<file path="src/navmf_pkg.sv">
// ---------------------------------------------------------------------------
// NAVTEX framer package
// Shared constants and types of the message framer.
// ---------------------------------------------------------------------------
package navmf_pkg;

    localparam int unsigned HDR_LEN  = 11;
    localparam int unsigned END_LEN  = 7;
    localparam int unsigned HIST_LEN = HDR_LEN - 1;
    localparam int unsigned QDEPTH   = HDR_LEN + 1;
    localparam int unsigned CNT_W    = $clog2(QDEPTH + 1);
    localparam int unsigned FRESH_W  = $clog2(HDR_LEN + 1);

    localparam logic [15:0] RST_MAX_CHARS = 16'd4096;

    localparam logic [7:0] CHR_Z  = 8'h5A;
    localparam logic [7:0] CHR_C  = 8'h43;
    localparam logic [7:0] CHR_SP = 8'h20;
    localparam logic [7:0] CHR_CR = 8'h0D;
    localparam logic [7:0] CHR_LF = 8'h0A;
    localparam logic [7:0] CHR_N  = 8'h4E;

    typedef struct packed {
        logic [7:0] data;
        logic       first;
        logic       last;
        logic       trunc;
    } t_res;

    typedef struct packed {
        logic valid;
        logic burst;
    } t_push;

endpackage

</file>
<file path="src/navmf_res_queue.sv">
// ---------------------------------------------------------------------------
// NAVTEX framer result queue
// Shift queue of output beats; takes one beat or a whole header burst.
// ---------------------------------------------------------------------------
module navmf_res_queue (
    input  logic                                         i_clk,
    input  logic                                         i_rst_n,
    input  navmf_pkg::t_push                             i_push,
    input  navmf_pkg::t_res [navmf_pkg::HDR_LEN-1:0]     i_res,
    input  logic                                         i_pop,
    output navmf_pkg::t_res                              o_head,
    output logic                                         o_valid,
    output logic                                         o_room
);

    navmf_pkg::t_res                 r_q [navmf_pkg::QDEPTH];
    navmf_pkg::t_res                 n_q [navmf_pkg::QDEPTH];
    navmf_pkg::t_res                 sh_q [navmf_pkg::QDEPTH];
    logic [navmf_pkg::CNT_W-1:0]     r_cnt;
    logic [navmf_pkg::CNT_W-1:0]     n_cnt;
    logic [navmf_pkg::CNT_W-1:0]     push_n;
    logic                            pop;
    logic                            base_one;

    assign o_valid = (r_cnt != '0);
    assign o_room  = (r_cnt <= navmf_pkg::CNT_W'(1));
    assign o_head  = r_q[0];
    assign pop     = o_valid && i_pop;
    // push lands behind the one beat that may still be waiting
    assign base_one = r_cnt[0] && !pop;

    always_comb begin
        for (int k = 0; k < navmf_pkg::QDEPTH - 1; k++) begin
            sh_q[k] = r_q[k+1];
        end
        sh_q[navmf_pkg::QDEPTH-1] = r_q[navmf_pkg::QDEPTH-1];

        for (int k = 0; k < navmf_pkg::QDEPTH; k++) begin
            n_q[k] = pop ? sh_q[k] : r_q[k];
        end

        if (i_push.valid) begin
            for (int k = 0; k < navmf_pkg::HDR_LEN; k++) begin
                if (k == 0 || i_push.burst) begin
                    if (base_one) begin
                        n_q[k+1] = i_res[k];
                    end else begin
                        n_q[k] = i_res[k];
                    end
                end
            end
        end

        push_n = '0;
        if (i_push.valid) begin
            push_n = i_push.burst ? navmf_pkg::CNT_W'(navmf_pkg::HDR_LEN)
                                  : navmf_pkg::CNT_W'(1);
        end
        n_cnt = r_cnt - navmf_pkg::CNT_W'(pop) + push_n;
    end

    always_ff @(posedge i_clk) begin
        if (!i_rst_n) begin
            r_cnt <= '0;
        end else begin
            r_cnt <= n_cnt;
        end
    end

    always_ff @(posedge i_clk) begin
        for (int k = 0; k < navmf_pkg::QDEPTH; k++) begin
            r_q[k] <= n_q[k];
        end
    end

endmodule

</file>
<file path="src/navtex_message_framer_unit.sv">
// ---------------------------------------------------------------------------
// NAVTEX message framer
// Finds ZCZC headers in a character stream and passes framed messages on.
// ---------------------------------------------------------------------------
// Accepted input beats go through the registered result queue.
// Throughput: 1 input beat per cycle in a frame unless output stalls.
// A header match queues an 11-beat burst; input stalls until it drains
// to one waiting beat. Reset (synchronous, active low) clears history,
// frame state and queue; max_chars returns to 4096.
module navtex_message_framer_unit (
    input  logic        i_clk,
    input  logic        i_rst_n,
    input  logic        i_cfg_we,
    input  logic [15:0] i_cfg_wdata,    // max_chars
    input  logic        i_s_tvalid,
    output logic        o_s_tready,
    input  logic [7:0]  i_s_tdata,      // [7:0] in_byte
    output logic        o_m_tvalid,
    input  logic        i_m_tready,
    output logic [7:0]  o_m_tdata,      // [7:0] out_byte
    output logic        o_m_tlast,
    output logic [1:0]  o_m_tuser       // [0] out_first, [1] out_truncated
);

    logic [7:0]                      r_hist [navmf_pkg::HIST_LEN];
    logic                            r_in_frame;
    logic [15:0]                     r_fc;
    logic [navmf_pkg::FRESH_W-1:0]   r_fresh;
    logic [15:0]                     r_max;

    logic [7:0]                      w [navmf_pkg::HDR_LEN];
    logic [navmf_pkg::FRESH_W-1:0]   fresh_inc;
    logic [15:0]                     fc_inc;
    logic                            accept;
    logic                            hdr_hit;
    logic                            hdr_trunc;
    logic                            end_hit;
    logic                            lim_hit;
    logic                            n_in_frame;
    logic [15:0]                     n_fc;
    logic [navmf_pkg::FRESH_W-1:0]   n_fresh;
    navmf_pkg::t_res [navmf_pkg::HDR_LEN-1:0] res;
    navmf_pkg::t_push                push;
    navmf_pkg::t_res                 head;
    logic                            room;

    assign accept     = i_s_tvalid && room;
    assign o_s_tready = room;

    always_comb begin
        for (int k = 0; k < navmf_pkg::HIST_LEN; k++) begin
            w[k] = r_hist[k];
        end
        w[navmf_pkg::HDR_LEN-1] = i_s_tdata;

        fresh_inc = (r_fresh < navmf_pkg::FRESH_W'(navmf_pkg::HDR_LEN))
                    ? r_fresh + navmf_pkg::FRESH_W'(1) : r_fresh;
        fc_inc    = (r_fc != 16'hFFFF) ? r_fc + 16'd1 : r_fc;

        hdr_hit = (fresh_inc == navmf_pkg::FRESH_W'(navmf_pkg::HDR_LEN))
                  && w[0] == navmf_pkg::CHR_Z && w[1] == navmf_pkg::CHR_C
                  && w[2] == navmf_pkg::CHR_Z && w[3] == navmf_pkg::CHR_C
                  && w[4] == navmf_pkg::CHR_SP && w[9] == navmf_pkg::CHR_CR
                  && w[10] == navmf_pkg::CHR_LF;
        hdr_trunc = (r_max <= 16'(navmf_pkg::HDR_LEN));

        // NNNN CR LF LF on the last seven bytes
        end_hit = w[4] == navmf_pkg::CHR_N && w[5] == navmf_pkg::CHR_N
                  && w[6] == navmf_pkg::CHR_N && w[7] == navmf_pkg::CHR_N
                  && w[8] == navmf_pkg::CHR_CR && w[9] == navmf_pkg::CHR_LF
                  && w[10] == navmf_pkg::CHR_LF;
        lim_hit = (fc_inc >= r_max);

        for (int k = 0; k < navmf_pkg::HDR_LEN; k++) begin
            res[k].data  = w[k];
            res[k].first = (k == 0);
            res[k].last  = (k == navmf_pkg::HDR_LEN - 1);
            res[k].trunc = (k == navmf_pkg::HDR_LEN - 1) && hdr_trunc;
        end
        if (r_in_frame) begin
            res[0].data  = i_s_tdata;
            res[0].first = 1'b0;
            res[0].last  = end_hit || lim_hit;
            res[0].trunc = !end_hit && lim_hit;
        end

        push.valid = accept && (r_in_frame || hdr_hit);
        push.burst = !r_in_frame;

        n_in_frame = r_in_frame;
        n_fc       = r_fc;
        n_fresh    = fresh_inc;
        if (!r_in_frame) begin
            if (hdr_hit) begin
                if (hdr_trunc) begin
                    n_fc    = '0;
                    n_fresh = '0;
                end else begin
                    n_in_frame = 1'b1;
                    n_fc       = 16'(navmf_pkg::HDR_LEN);
                end
            end
        end else if (end_hit || lim_hit) begin
            n_in_frame = 1'b0;
            n_fc       = '0;
            n_fresh    = '0;
        end else begin
            n_fc = fc_inc;
        end
    end

    always_ff @(posedge i_clk) begin
        if (!i_rst_n) begin
            for (int k = 0; k < navmf_pkg::HIST_LEN; k++) begin
                r_hist[k] <= '0;
            end
            r_in_frame <= 1'b0;
            r_fc       <= '0;
            r_fresh    <= '0;
            r_max      <= navmf_pkg::RST_MAX_CHARS;
        end else begin
            if (accept) begin
                for (int k = 0; k < navmf_pkg::HIST_LEN; k++) begin
                    r_hist[k] <= w[k+1];
                end
                r_in_frame <= n_in_frame;
                r_fc       <= n_fc;
                r_fresh    <= n_fresh;
            end
            if (i_cfg_we) begin
                r_max <= i_cfg_wdata;
            end
        end
    end

    navmf_res_queue u_queue (
        .i_clk   (i_clk),
        .i_rst_n (i_rst_n),
        .i_push  (push),
        .i_res   (res),
        .i_pop   (i_m_tready),
        .o_head  (head),
        .o_valid (o_m_tvalid),
        .o_room  (room)
    );

    assign o_m_tdata = head.data;
    assign o_m_tlast = head.last;
    assign o_m_tuser = {head.trunc, head.first};

endmodule

</file>
<file path="config.mk">
export PLATFORM = sky130hd
export DESIGN_NAME = navtex_message_framer_unit
export DESIGN_NICKNAME = d
export VERILOG_FILES = /design/src/navmf_pkg.sv /design/src/navmf_res_queue.sv /design/src/navtex_message_framer_unit.sv
export SDC_FILE = /design/constraint.sdc
export NUM_CORES = 1
export LEC_CHECK = 0
export ABC_AREA = 1
export BUFFER_PORTS_ARGS = -buffer_cell sky130_fd_sc_hd__buf_2
export CAP_MARGIN = 0
export CELL_PAD_IN_SITES_DETAIL_PLACEMENT = 0
export CELL_PAD_IN_SITES_GLOBAL_PLACEMENT = 2
export CORE_MARGIN = 5
export CORE_UTILIZATION = 30
export DETAILED_ROUTE_END_ITERATION = 10
export HOLD_SLACK_MARGIN = 0.03
export PLACE_DENSITY = 0.74
export SYNTH_ARGS = -nofsm -noshare
export SYNTH_HDL_FRONTEND = slang
export SYNTH_HIERARCHICAL = 1
export SYNTH_SLANG_ARGS = --single-unit
</file>
<file path="constraint.sdc">
create_clock -name i_clk -period 4.32 [get_ports i_clk]
set_clock_uncertainty 0.2 [all_clocks]
set_input_delay 0.648 -clock i_clk [delete_from_list [all_inputs] [get_ports i_clk]]
set_output_delay 0.648 -clock i_clk [all_outputs]
set_load 0.01 [all_outputs]
</file>
==> impl_metrics.csv <==
group,metric,value,unit
sta,grt_setup_unrepaired,"false",
routing,routedWlPerCell,15.3,um
sta,fin_setup_tns,0,ns
synthesis,yosys_warnings,6,
floorplanning,num_rows,80,
routing,via_per_inst,4.61,
setup_path,cp.arrival,3.83,ns
global_routing,grt_pass1_wl,67500,um
floorplanning,die_w,228,um
layout,area_delta_synth_final,11.9,%
clocking,clock_sinks,253,
setup_path,start_kind,"flop",
clocking,cts_resized,0,
synthesis,synthCells,2098,
global_routing,globalRouteTotalUtil,0.157,
worst_hold_path,worstHoldPathType,"primary input to flop",
sta,max_slew.worst_pin.slew,1.14,ns
sta,timing.slew.headroom,0.234,
clocking,cts_buffer_depth,3,
floorplanning,dieArea,52100,um^2
routing,via_count,12621,
routing,drt_iter0_markers,914,
floorplanning,dieHeight,228,um
setup_path,crit_chain,"ha_1 -> inv_1 -> nor2_2 -> nand2_2 -> nor2_4 -> inv_1 -> o21ai_0 -> ha_1 -> nand2_1 -> inv_1 -> o21ai_1 -> nand2_1 -> nor2_1 -> nand3_1 -> nor2_2 -> a21oi_1 -> nor2_1",
routing,drc,0,
global_routing,grt_pass1_vias,12030,
clocking,cts_tree,"done",
setup_path,cpMostUsedCell,"inv_1",
power,irDropWorstVdd,0.000243,V
power,p_leak,0.00767,uW
global_routing,grt_max_degree,183,
routing,drtAntennaViolNets,0,
setup_path,crit_path_start,"r_fc[0]$_SDFFE_PN0P_",
placement,place_ws,0.623,ns
status,run_status,"complete, no violations",
flow_run,drv_cap,0,
clocking,h-tree-depth,2,
placement,port_buffers,41,
setup_path,cp_top_family,"simple AND/OR/NAND/NOR gates",
routing,first_pass_iters,5,
setup_path,cp.required,4.58,ns
synthesis,postSynthAreaPerCell,6.81,um^2
global_routing,overflow,0,
setup_path,cp_max_fo,13,
sta,whs,0.126,ns
clocking,cts.reportedPaths.clkPinSlew,0.05,ns
sta,clock.fmax,280,MHz
layout,fin_nets,2150,
layout,layout-drive-gt1-share,0.0646,
setup_path,end_kind,"flop",
setup_path,path_class,"flop to flop",
synthesis,synth_cell_types,34,
routing,wirelength,41800,um
setup_path,critPathBufInv,3,
clocking,cts_setup_buffers,0,
power,total_power,9780,uW
synthesis,ys_seq_area_frac,0.418,
clocking,cts_made_buffers,34,
synthesis,syn_area,14300,um^2
placement,dp_hpwl,26900,um
power,powerDensity,611,nW/um^2
synthesis,yosys_register_bits,253,
clocking,cts_root_buf,"clkbuf_16",
worst_hold_path,hold_start,"i_s_tdata[6]",
layout,diodes,0,
sta,setup_viol,0,
setup_path,max_stage_delay,0.56,ns
floorplanning,start_util,0.301,
sta,drv_slew,0,
global_routing,antenna_found_initial,1,
clocking,clk_latency,0.53,ns
sta,fin_crit_sh,0.827,
floorplanning,io_pins,42,
placement,place_congestion,0.795,
setup_path,cp_slowest_cell,"nor2_2",
clocking,ctsHoldBuffers,0,
sta,timing.final.crit_period,3.57,ns
floorplanning,core_area,47400,um^2
sta,finalHoldViolCount,0,
sta,final.setup.worst_slack,0.749,ns
setup_path,r2r-start,"r_fc[0]$_SDFFE_PN0P_",
worst register-to-register path, stage by stage, from the launching register on:
cell and delay (ns):
dfxtp_1 0.41, ha_1 0.22, inv_1 0.06, nor2_2 0.18
nand2_2 0.11, nor2_4 0.16, inv_1 0.21, o21ai_0 0.20
ha_1 0.31, nand2_1 0.07, inv_1 0.05, o21ai_1 0.07
nand2_1 0.06, nor2_1 0.17, nand3_1 0.23, nor2_2 0.56
a21oi_1 0.15, nor2_1 0.11
per-layer routing:
metal  GRT usage  vias up  wire (um)  share of wire
li1            -     6590          -              -
met1       0.233     5820      21300           0.51
met2       0.243      165      18400           0.44
met3      0.0230       44       1390          0.033
met4      0.0380        2        685          0.016
met5           0        -          7        0.00017
logic make-up after synthesis:
group,share of synthesized area
buffers and inverters,0.136
other,0.000525
AOI/OAI and AO/OA,0.0996
adders and majority gates,0.0207
xor gates and xnor gates,0.00552
DFF,0.418
and+or+nand+nor,0.319
cells in the mapped netlist:
library cell	count	area share
buf_6	11	0.0087
inv_2	3	0.00079
o211ai_1	49	0.026
buf_1	10	0.0026
inv_1	324	0.085
fa_1	1	0.0014
nor2_1	320	0.084
dfxtp_1	162	0.23
nor2_2	3	0.0013
ha_1	22	0.019
nor3_2	1	0.00070
clkbuf_2	1	0.00035
nand3_1	129	0.045
conb_1	2	0.00053
nand2_1	528	0.14
nand2_4	3	0.0024
and2_1	1	0.00044
nor3_1	4	0.0014
xor2_1	9	0.0055
o21ai_0	98	0.034
nand3_2	2	0.0014
clkbuf_1	61	0.016
buf_4	21	0.011
o21bai_1	1	0.00053
nor2_4	4	0.0032
buf_2	33	0.012
nand2_2	5	0.0022
edfxtp_1	91	0.19
o21ai_1	21	0.0074
a21o_1	1	0.00053
or2_2	4	0.0018
nand3b_1	1	0.00053
a21oi_1	89	0.031
nand4_1	83	0.036
final cells by class:
type | count | area [um^2]
well taps | 615 | 769
clock buffers | 48 | 945
inverters | 327 | 1240
flip-flops and latches | 253 | 5980
clock inverters | 12 | 128
multi-input cells | 1422 | 6540
fillers | 5312 | 31400
repair buffers | 60 | 398
layout by cell type (no fill, tap or decap), types with 9 or more instances in the layout:
| cell type | netlist | layout |
|---|---|---|
| nand2_1 | 528 | 527 |
| nor2_1 | 320 | 320 |
| inv_1 | 324 | 320 |
| dfxtp_1 | 162 | 161 |
| nand3_1 | 129 | 129 |
| o21ai_0 | 98 | 98 |
| edfxtp_1 | 91 | 91 |
| a21oi_1 | 89 | 89 |
| nand4_1 | 83 | 83 |
| o211ai_1 | 49 | 49 |
| conb_1 | 2 | 43 |
| buf_2 | 33 | 41 |
| clkbuf_16 | 0 | 35 |
| ha_1 | 22 | 22 |
| o21ai_1 | 21 | 21 |
| buf_4 | 21 | 15 |
| clkbuf_1 | 61 | 11 |
| xor2_1 | 9 | 9 |
worst paths after layout:
| path | end | slack [ns] | cells after the start |
|---|---|---|---|
| min reg2reg | r_max[7]$_SDFFE_PN0P_ | 0.30 | 2 |
| max reg2reg | r_fc[6]$_SDFFE_PN0P_ | 0.75 | 17 |
| max | r_fc[6]$_SDFFE_PN0P_ | 0.75 | 17 |
| min | u_queue/r_q[2][42]$_DFFE_PP_ | 0.13 | 1 |
flip-flops by register name, summed over array words and instances (netlist names):
signal         cells
r_hist            80
r_max             16
r_fc              16
u_queue/r_q      132
u_queue/r_cnt      4
r_fresh            4
r_in_frame         1
report_power, final:
| group | internal [uW] | switching [uW] |
|---|---|---|
| registers | 3290 | 425 |
| logic | 1100 | 2200 |
| clock network | 1650 | 1110 |
| total | 6040 | 3730 |
stage by stage:
| step | std cells | instance area [um^2] | utilization |
|---|---|---|---|
| after detailed placement | 2677 | 14900 | 0.315 |
| after global routing | 2737 | 16000 | 0.337 |
| after CTS | 2737 | 16000 | 0.337 |
| final | 2737 | 16000 | 0.337 |
| after floorplan | 2139 | 14400 | - |
| after global placement | 2677 | 14900 | 0.315 |
Power figures use the tool's default switching activity.
